$ cat src/vignette_gain_correction_core_assert.svh
// ----------------------------------------------------------------------------
// Vignette gain correction assertion macros
// Concurrent assertion wrappers that compile away in synthesis builds.
// ----------------------------------------------------------------------------
`ifndef VIGNETTE_GAIN_CORRECTION_CORE_ASSERT_SVH
`define VIGNETTE_GAIN_CORRECTION_CORE_ASSERT_SVH
`ifndef SYNTHESIS
`define VGC_ASSERT(label, clk, rst_n, prop) \
    label: assert property (@(posedge clk) disable iff (!rst_n) (prop)) \
        else $error("vgc assertion failed");
`define VGC_ASSERT_NORST(label, clk, prop) \
    label: assert property (@(posedge clk) (prop)) \
        else $error("vgc assertion failed");
`else
`define VGC_ASSERT(label, clk, rst_n, prop)
`define VGC_ASSERT_NORST(label, clk, prop)
`endif
`endif

$ cat src/vgc_pkg.sv
// ----------------------------------------------------------------------------
// Vignette gain correction package
// Widths, constants, payload types and helpers shared by the core and lanes.
// ----------------------------------------------------------------------------
package vgc_pkg;

    localparam int SMP_W     = 8;
    localparam int ROW_W     = 10;
    localparam int DIM_W     = 11;
    localparam int MAX_DIM   = 1024;
    localparam int CFG_IDX_W = 2;
    localparam int NUM_LANES = 3;

    localparam int DIST_SHIFT = 9;
    localparam int DIFF_W     = ROW_W;
    localparam int AX_Q_W     = DIST_SHIFT;
    localparam int AX_REM_W   = DIFF_W + DIST_SHIFT;

    localparam int HALF_SPAN    = 256;
    localparam int PITCH_NUM    = 128;
    localparam int PITCH_DEN    = 100;
    localparam int PITCHED_HALF = (HALF_SPAN * PITCH_NUM) / PITCH_DEN;
    localparam int X_W          = 9;

    // Scaling by 128/100 is a multiply by a rounded-up reciprocal. The error
    // stays far below 1/25 over the whole distance range, so the floor is exact.
    localparam int PITCH_SHIFT   = 12;
    localparam int PITCH_RECIP_W = 13;
    localparam logic [PITCH_RECIP_W-1:0] PITCH_RECIP =
        PITCH_RECIP_W'(((1 << PITCH_SHIFT) * PITCH_NUM + PITCH_DEN - 1) / PITCH_DEN);
    localparam int PROD_W = AX_Q_W + PITCH_RECIP_W;

    localparam int SQ_W       = 2 * X_W;
    localparam int DEN_W      = 18;
    localparam int GAIN_K_VAL = 2 * PITCHED_HALF * PITCHED_HALF;
    localparam logic [DEN_W-1:0] GAIN_K  = DEN_W'(GAIN_K_VAL);
    localparam logic [DEN_W-1:0] DEN_MIN =
        DEN_W'(GAIN_K_VAL - PITCHED_HALF * PITCHED_HALF - HALF_SPAN * HALF_SPAN);
    localparam int NUM_W = DEN_W + SMP_W;
    localparam logic [SMP_W-1:0] SAT_MAX = SMP_W'(255);

    localparam int LANE_STAGES = SMP_W + 2;

    localparam int   ROWS_RST  = 496;
    localparam int   COLS_RST  = 512;
    localparam logic COLOR_RST = 1'b1;

    typedef enum logic [CFG_IDX_W-1:0] {
        CFG_FRAME_ROWS = 2'd0,
        CFG_FRAME_COLS = 2'd1,
        CFG_COLOR_MODE = 2'd2
    } t_cfg_idx;

    typedef struct packed {
        logic [ROW_W-1:0] pixel_row;
        logic [ROW_W-1:0] pixel_col;
        logic [SMP_W-1:0] sample_a;
        logic [SMP_W-1:0] sample_b;
        logic [SMP_W-1:0] sample_c;
    } t_pix_in;

    typedef struct packed {
        logic [SMP_W-1:0] out_a;
        logic [SMP_W-1:0] out_b;
        logic [SMP_W-1:0] out_c;
    } t_pix_out;

    typedef logic [NUM_LANES-1:0][SMP_W-1:0] t_smp_vec;

    function automatic logic [DIM_W-1:0] f_clamp_dim(input logic [DIM_W-1:0] v);
        logic [DIM_W-1:0] res;
        res = v;
        if (v == '0) begin
            res = DIM_W'(1);
        end else if (v > DIM_W'(MAX_DIM)) begin
            res = DIM_W'(MAX_DIM);
        end
        return res;
    endfunction

endpackage

$ cat src/vignette_gain_correction_core.sv
// ----------------------------------------------------------------------------
// Vignette gain correction core
// Throughput: one request per cycle while the output is not stalled; each divider stage resolves one quotient bit.
// Reset: synchronous, active low; flushes all requests and restores the registers.
// ----------------------------------------------------------------------------
`include "vignette_gain_correction_core_assert.svh"

module vignette_gain_correction_core
    import vgc_pkg::*;
(
    input  logic                 i_clk,
    input  logic                 i_rst_n,
    input  logic                 i_cfg_we,
    input  logic [CFG_IDX_W-1:0] i_cfg_idx,
    input  logic [DIM_W-1:0]     i_cfg_wdata,
    input  logic                 i_in_valid,
    output logic                 o_in_stall,
    input  t_pix_in              i_in_data,
    output logic                 o_out_valid,
    input  logic                 i_out_stall,
    output t_pix_out             o_out_data
);

    logic [DIM_W-1:0] r_rows;
    logic [ROW_W-1:0] r_rows_last;
    logic [DIM_W-1:0] r_cols;
    logic [ROW_W-1:0] r_cols_last;
    logic             r_color_mode;
    logic [DIM_W-1:0] wdata_dim;
    logic [ROW_W-1:0] wdata_last;

    logic adv;
    logic take_in;

    logic             r_a_vld;
    logic [ROW_W-1:0] r_a_row;
    logic [ROW_W-1:0] r_a_col;
    t_smp_vec         r_a_smp;

    logic              r_b_vld;
    logic [DIFF_W-1:0] r_b_drow;
    logic [DIFF_W-1:0] r_b_dcol;
    t_smp_vec          r_b_smp;
    logic [ROW_W-1:0]  half_row;
    logic [ROW_W-1:0]  half_col;

    logic [AX_Q_W-1:0]           y_quo;
    logic [AX_Q_W-1:0]           x_quo;
    logic [AX_Q_W-1:0]           r_ax_vld;
    t_smp_vec [AX_Q_W-1:0]       r_ax_smp;

    logic [PROD_W-1:0] x_prod;
    logic              r_p_vld;
    logic [X_W-1:0]    r_p_x;
    logic [AX_Q_W-1:0] r_p_y;
    t_smp_vec          r_p_smp;

    logic              r_q_vld;
    logic [SQ_W-1:0]   r_q_xx;
    logic [SQ_W-1:0]   r_q_yy;
    t_smp_vec          r_q_smp;

    logic              r_r_vld;
    logic [DEN_W-1:0]  r_r_den;
    t_smp_vec          r_r_smp;

    t_smp_vec               lane_out;
    logic [LANE_STAGES-1:0] r_ln_vld;

    logic     r_out_vld;
    t_pix_out r_out_data;
    t_pix_out n_out_data;

    assign wdata_dim  = f_clamp_dim(i_cfg_wdata);
    assign wdata_last = ROW_W'(wdata_dim - DIM_W'(1));

    always_ff @(posedge i_clk) begin
        if (!i_rst_n) begin
            r_rows       <= DIM_W'(ROWS_RST);
            r_rows_last  <= ROW_W'(ROWS_RST - 1);
            r_cols       <= DIM_W'(COLS_RST);
            r_cols_last  <= ROW_W'(COLS_RST - 1);
            r_color_mode <= COLOR_RST;
        end else if (i_cfg_we) begin
            unique case (t_cfg_idx'(i_cfg_idx))
                CFG_FRAME_ROWS: begin
                    r_rows      <= wdata_dim;
                    r_rows_last <= wdata_last;
                end
                CFG_FRAME_COLS: begin
                    r_cols      <= wdata_dim;
                    r_cols_last <= wdata_last;
                end
                CFG_COLOR_MODE: begin
                    r_color_mode <= i_cfg_wdata[0];
                end
                default: begin
                end
            endcase
        end
    end

    // The whole pipeline holds while the output register waits on the consumer.
    assign adv        = !(r_out_vld && i_out_stall);
    assign o_in_stall = !adv;
    assign take_in    = i_in_valid && adv;

    always_ff @(posedge i_clk) begin
        if (!i_rst_n) begin
            r_a_vld   <= 1'b0;
            r_b_vld   <= 1'b0;
            r_ax_vld  <= '0;
            r_p_vld   <= 1'b0;
            r_q_vld   <= 1'b0;
            r_r_vld   <= 1'b0;
            r_ln_vld  <= '0;
            r_out_vld <= 1'b0;
        end else if (adv) begin
            r_a_vld   <= take_in;
            r_b_vld   <= r_a_vld;
            r_ax_vld  <= {r_ax_vld[AX_Q_W-2:0], r_b_vld};
            r_p_vld   <= r_ax_vld[AX_Q_W-1];
            r_q_vld   <= r_p_vld;
            r_r_vld   <= r_q_vld;
            r_ln_vld  <= {r_ln_vld[LANE_STAGES-2:0], r_r_vld};
            r_out_vld <= r_ln_vld[LANE_STAGES-1];
        end
    end

    assign half_row = r_rows[DIM_W-1:1];
    assign half_col = r_cols[DIM_W-1:1];
    assign x_prod   = PROD_W'(x_quo) * PROD_W'(PITCH_RECIP);

    always_ff @(posedge i_clk) begin
        if (adv) begin
            r_a_row <= (i_in_data.pixel_row > r_rows_last) ? r_rows_last
                                                           : i_in_data.pixel_row;
            r_a_col <= (i_in_data.pixel_col > r_cols_last) ? r_cols_last
                                                           : i_in_data.pixel_col;
            r_a_smp <= {i_in_data.sample_c, i_in_data.sample_b, i_in_data.sample_a};

            r_b_drow <= (half_row > r_a_row) ? half_row - r_a_row : r_a_row - half_row;
            r_b_dcol <= (half_col > r_a_col) ? half_col - r_a_col : r_a_col - half_col;
            r_b_smp  <= r_a_smp;

            r_ax_smp <= {r_ax_smp[AX_Q_W-2:0], r_b_smp};

            r_p_x   <= x_prod[PITCH_SHIFT +: X_W];
            r_p_y   <= y_quo;
            r_p_smp <= r_ax_smp[AX_Q_W-1];

            r_q_xx  <= SQ_W'(r_p_x) * SQ_W'(r_p_x);
            r_q_yy  <= SQ_W'(r_p_y) * SQ_W'(r_p_y);
            r_q_smp <= r_p_smp;

            r_r_den <= GAIN_K - r_q_xx - r_q_yy;
            r_r_smp <= r_q_smp;

            r_out_data <= n_out_data;
        end
    end

    vgc_axis_div u_row_div (
        .i_clk  (i_clk),
        .i_en   (adv),
        .i_diff (r_b_drow),
        .i_den  (r_rows),
        .o_quo  (y_quo)
    );

    vgc_axis_div u_col_div (
        .i_clk  (i_clk),
        .i_en   (adv),
        .i_diff (r_b_dcol),
        .i_den  (r_cols),
        .o_quo  (x_quo)
    );

    for (genvar l = 0; l < NUM_LANES; l++) begin : g_lane
        vgc_gain_lane u_lane (
            .i_clk (i_clk),
            .i_en  (adv),
            .i_smp (r_r_smp[l]),
            .i_den (r_r_den),
            .o_smp (lane_out[l])
        );
    end

    always_comb begin
        n_out_data.out_a = lane_out[0];
        n_out_data.out_b = r_color_mode ? lane_out[1] : '0;
        n_out_data.out_c = r_color_mode ? lane_out[2] : '0;
    end

    assign o_out_valid = r_out_vld;
    assign o_out_data  = r_out_data;

    `VGC_ASSERT(a_mono_quiet, i_clk, i_rst_n, o_out_valid && !r_color_mode |-> o_out_data.out_b == '0 && o_out_data.out_c == '0)
    `VGC_ASSERT(a_den_floor, i_clk, i_rst_n, r_r_vld |-> r_r_den >= DEN_MIN)
    `VGC_ASSERT(a_radius_bound, i_clk, i_rst_n, r_p_vld |-> r_p_x <= X_W'(PITCHED_HALF) && r_p_y <= AX_Q_W'(HALF_SPAN))
    `VGC_ASSERT_NORST(a_reset_flush, i_clk, !i_rst_n |=> !o_out_valid && !o_in_stall)

endmodule

$ cat src/vgc_axis_div.sv
// ----------------------------------------------------------------------------
// Axis distance divider
// Pipelined restoring divider giving diff * 512 / dim, one quotient bit a stage.
// ----------------------------------------------------------------------------
module vgc_axis_div
    import vgc_pkg::*;
(
    input  logic              i_clk,
    input  logic              i_en,
    input  logic [DIFF_W-1:0] i_diff,
    input  logic [DIM_W-1:0]  i_den,
    output logic [AX_Q_W-1:0] o_quo
);

    logic [AX_REM_W-1:0] r_rem [AX_Q_W-1];
    logic [AX_Q_W-1:0]   r_quo [AX_Q_W];

    for (genvar k = 0; k < AX_Q_W; k++) begin : g_step
        logic [AX_REM_W-1:0] rem_in;
        logic [AX_Q_W-1:0]   quo_in;
        logic [AX_REM_W-1:0] trial;
        logic                take;

        if (k == 0) begin : g_head
            assign rem_in = {i_diff, {DIST_SHIFT{1'b0}}};
            assign quo_in = '0;
        end else begin : g_body
            assign rem_in = r_rem[k-1];
            assign quo_in = r_quo[k-1];
        end

        assign trial = AX_REM_W'(i_den) << (AX_Q_W - 1 - k);
        assign take  = rem_in >= trial;

        always_ff @(posedge i_clk) begin
            if (i_en) begin
                r_quo[k] <= {quo_in[AX_Q_W-2:0], take};
            end
        end

        if (k < AX_Q_W - 1) begin : g_carry
            always_ff @(posedge i_clk) begin
                if (i_en) begin
                    r_rem[k] <= take ? rem_in - trial : rem_in;
                end
            end
        end
    end

    assign o_quo = r_quo[AX_Q_W-1];

endmodule

$ cat src/vgc_gain_lane.sv
// ----------------------------------------------------------------------------
// Gain lane
// Computes min(255, K * sample / den) for one sample with a bit-per-stage divider.
// ----------------------------------------------------------------------------
module vgc_gain_lane
    import vgc_pkg::*;
(
    input  logic             i_clk,
    input  logic             i_en,
    input  logic [SMP_W-1:0] i_smp,
    input  logic [DEN_W-1:0] i_den,
    output logic [SMP_W-1:0] o_smp
);

    logic [NUM_W-1:0] r_mul_num;
    logic [DEN_W-1:0] r_mul_den;
    logic [NUM_W-1:0] r_chk_num;
    logic [DEN_W-1:0] r_chk_den;
    logic             r_chk_sat;
    logic [NUM_W-1:0] r_rem [SMP_W-1];
    logic [DEN_W-1:0] r_den [SMP_W-1];
    logic [SMP_W-1:0] r_quo [SMP_W];
    logic             r_sat [SMP_W];

    always_ff @(posedge i_clk) begin
        if (i_en) begin
            r_mul_num <= GAIN_K * NUM_W'(i_smp);
            r_mul_den <= i_den;
            r_chk_num <= r_mul_num;
            r_chk_den <= r_mul_den;
            r_chk_sat <= r_mul_num >= {r_mul_den, {SMP_W{1'b0}}};
        end
    end

    for (genvar j = 0; j < SMP_W; j++) begin : g_bit
        logic [NUM_W-1:0] rem_in;
        logic [DEN_W-1:0] den_in;
        logic [SMP_W-1:0] quo_in;
        logic             sat_in;
        logic [NUM_W-1:0] trial;
        logic             take;

        if (j == 0) begin : g_head
            assign rem_in = r_chk_num;
            assign den_in = r_chk_den;
            assign quo_in = '0;
            assign sat_in = r_chk_sat;
        end else begin : g_body
            assign rem_in = r_rem[j-1];
            assign den_in = r_den[j-1];
            assign quo_in = r_quo[j-1];
            assign sat_in = r_sat[j-1];
        end

        assign trial = NUM_W'(den_in) << (SMP_W - 1 - j);
        assign take  = rem_in >= trial;

        always_ff @(posedge i_clk) begin
            if (i_en) begin
                r_quo[j] <= {quo_in[SMP_W-2:0], take};
                r_sat[j] <= sat_in;
            end
        end

        if (j < SMP_W - 1) begin : g_carry
            always_ff @(posedge i_clk) begin
                if (i_en) begin
                    r_rem[j] <= take ? rem_in - trial : rem_in;
                    r_den[j] <= den_in;
                end
            end
        end
    end

    assign o_smp = r_sat[SMP_W-1] ? SAT_MAX : r_quo[SMP_W-1];

endmodule

$ cat config.mk
export PLATFORM = sky130hd
export DESIGN_NAME = vignette_gain_correction_core
export DESIGN_NICKNAME = d
export VERILOG_FILES = /design/src/vgc_pkg.sv /design/src/vignette_gain_correction_core.sv /design/src/vgc_axis_div.sv /design/src/vgc_gain_lane.sv
export VERILOG_INCLUDE_DIRS = /design/src /design/src/src
export SDC_FILE = /design/constraint.sdc
export NUM_CORES = 2
export LEC_CHECK = 0
export BUFFER_PORTS_ARGS = -buffer_cell sky130_fd_sc_hd__buf_4
export CELL_PAD_IN_SITES_DETAIL_PLACEMENT = 1
export CELL_PAD_IN_SITES_GLOBAL_PLACEMENT = 2
export CORE_ASPECT_RATIO = 0.8
export CORE_MARGIN = 5
export CORE_UTILIZATION = 44
export CTS_CLUSTER_DIAMETER = 200
export DETAILED_ROUTE_END_ITERATION = 12
export PLACE_DENSITY_LB_ADDON = 0.1
export SLEW_MARGIN = 20
export SYNTH_ARGS = -nofsm -noshare
export SYNTH_HDL_FRONTEND = slang
export SYNTH_SLANG_ARGS = --single-unit
$ cat constraint.sdc
create_clock -name i_clk -period 164.7 [get_ports i_clk]
set_input_delay 32.94 -clock i_clk [delete_from_list [all_inputs] [get_ports i_clk]]
set_output_delay 32.94 -clock i_clk [all_outputs]
set_load 0.02 [all_outputs]
==> metrics <==
Final Max Slew Viols 0; Placer Congestion about 0.9; Slew HR between 30% and 40%; post-synthesis sequential area ratio 50.7%; Layout Nets roughly 11000; worst hold path class reg2reg; Synth Net Count 10520; Setup Viol. Count Final 0; hold buffer count at cts 0; Initial Util between 40 and 50%; PortBufs between 80 and 90; reg2reg end g_lane[1].u_lane.r_quo[1][21]$_DFFE_PN_; drt pass-1 iters 9; WS Path Type in2out; Final Critical Period roughly 68 ns; clock sink total roughly 1800; count leader, synth edfxtp_1; Hold Path Sink u_col_div.r_quo[0][48]$_DFFE_PN_; # DRC 0; Worst-Margin Slew ~1.0 ns; Fin. Hold Viols 0; RSZ-0062 raised after global routing false; Fill cells around 25000; worst-skew pair later-pin latency 0.85 ns; worst reg-to-reg path cell count 7; number of max-cap violations 0; final antenna-violating net count 0; die extent in y 451 um; vias 70763; setup TNS 0 ns; largest net degree at the start of global routing 184; FF+latch count, synth 1832; Final Util roughly half; final wirelength about 280000 um; asr flop ratio synth 0%; first-pass GRT wire length approximately 430000 um; multi-input logic area just under 50000 sq um; status complete, no violations; H-tree levels 4; Die Wd 562 um; Setup crit end kind primary output; GRT overflow 0; post-DR vias/cell roughly 5.5; All-Layer GR Usage a little over a fifth; Die ar. between 200000 and 300000 sq um; Worst Min Path Start u_col_div.r_quo[0][38]$_DFFE_PN_; Tcrit/Tclk final just over 40%; Setup Skew between 0.06 and 0.07 ns; DP HPWL 216000 um; core area 243000 sq um; R2R Setup Slk about 160 ns; synth cell count leaders 1764 x edfxtp_1, 1076 x ha_1, 836 x inv_1; Netlist Area Pre-Place 107000 sq um; R2R Path Start o_out_valid$_SDFFE_PN0N_; area leader, netlist edfxtp_1; Synth-to-Final Area Change 10.7%; TritonCTS buffer count around 210; register area around 54000 sq um; I/O pins a little under 90; crit path DAT approximately 35 ns; DP Worst Slack about 97 ns; predominant post-synthesis flop cell edfxtp_1; clock transition at the registers of the reported paths 0.06 ns; Mean Syn Cell Area between 10 and 15 sq um; share of cells above drive strength 1 approximately 7.6%; # resized after CTS 0; initial antenna violation count 13; CP startpoint kind primary input; CP startpoint i_out_stall; YS warnings 0; Unique masters post-synth 92; top-area cell type share of the netlist area between 40% and 50%; Post-CTS Setup Bufs 0; CTS tree done; DRT iter0 DRCs about 4800; row count ~160; worst hold margin 0.391 ns; Post-synth EDFFs about 1800; Peak Freq about 0.015 GHz; crit path max fanout 71; Critical Path RT between 100 and 150 ns; Area contributors post-synth edfxtp_1 49%, ha_1 13%, fa_1 3.6%, xnor2_1 3.1%, inv_1 2.9%; final worst slack approximately 97 ns; Cells after Synth between 9000 and 10000; wire per inst ~22 um; number of global-route vias before repair around 73000; root buffer cell clkbuf_16; Hold Path Depth 0; worst-case clock buffer depth 4
[critical path: stages]
cell,delay [ns]
buf_4,0.12
nand2_4,0.65
clkinv_1,0.89
buf_4,0.41
[flip-flops by register name (all words and copies together) (netlist names), 18 cells and up]
| name | count |
|---|---|
| u_row_div.r_quo | 45 |
| g_lane.u_lane.r_mul_den | 18 |
| r_a_smp | 24 |
| g_lane.u_lane.r_den | 126 |
| u_col_div.r_quo | 45 |
| g_lane.u_lane.r_mul_num | 75 |
| g_lane.u_lane.r_rem | 525 |
| u_col_div.r_rem | 116 |
| u_row_div.r_rem | 116 |
| r_ax_smp | 216 |
| g_lane.u_lane.r_quo | 108 |
| g_lane.u_lane.g_bit.rem_in | 75 |
| o_out_data | 24 |
| r_b_smp | 24 |
| r_r_den | 18 |
| r_p_smp | 24 |
| r_r_smp | 24 |
| g_lane.u_lane.g_bit.den_in | 18 |
| r_q_smp | 24 |
| g_lane.u_lane.r_sat | 24 |
[worst max-delay path by stage]
stage	to	slack, ns	cells past startpoint
after detailed placement	o_in_stall	96.62	4
after global placement	o_in_stall	96.73	4
final	o_in_stall	96.73	4
after global routing	o_in_stall	96.46	4
after CTS	o_in_stall	96.63	4
after floorplan	g_lane[0].u_lane.g_bit[0].rem_in[10]$_DFFE_PN_	81.26	2
[layout by cell type, fill, tap and decap left out, drive strengths merged, types with 120 or more instances in the layout]
master  netlist  final
nor2        559    559
buf          42    146
nand2       594    594
o21ai       518    518
clkbuf      100    238
nor3        155    155
nor2b       159    159
xnor2       380    380
a21o        203    203
ha         1076   1076
fa          194    194
edfxtp     1764   1764
nand3       120    120
nand2b      131    131
mux2        171    171
a21oi       589    589
o21a        145    145
inv         836    858
xor2        250    250
[per-layer routing]
metal  global-route usage [%]  share of wire [%]
met2                     33.7                 44
met1                     32.5                 50
met5                        0                  0
met4                     4.48                1.9
met3                     3.34                4.7
[cell type report]
type                            count  share of cell area [%]
Inverter                          843                    2.67
Antenna cell                        6                  0.0127
Clock buffer                      238                    4.52
Sequential cell                  1832                    45.8
Timing Repair Buffer              146                   0.959
Tap cell                         3198                    3.37
Clock inverter                    131                    1.23
Multi-Input combinational cell   6371                    41.4
[metrics by stage]
step | cells | area (sq um)
final | 12765 | 119000
after floorplan | 9188 | 107000
after global placement | 12389 | 112000
after CTS | 12758 | 119000
after detailed placement | 12389 | 112000
after global routing | 12760 | 119000
[logic make-up (layout without fill, tap and decap cells)]
logic type	Yosys count	count (layout)	share of synthesized area [%]
xor gates and xnor gates	630	630	5.15
AOI/OAI and AO/OA	2038	2038	12.0
buffers and inverters	985	1358	3.50
and+or+nand+nor	2221	2221	10.2
DFF	1832	1832	50.7
muxes	210	210	2.16
adders and majority gates	1270	1270	16.2
other	2	8	0.00701
Power is left out: the tool's default activity adds up to more than one toggle a clock period on the data nets, which glitch-free logic cannot reach.
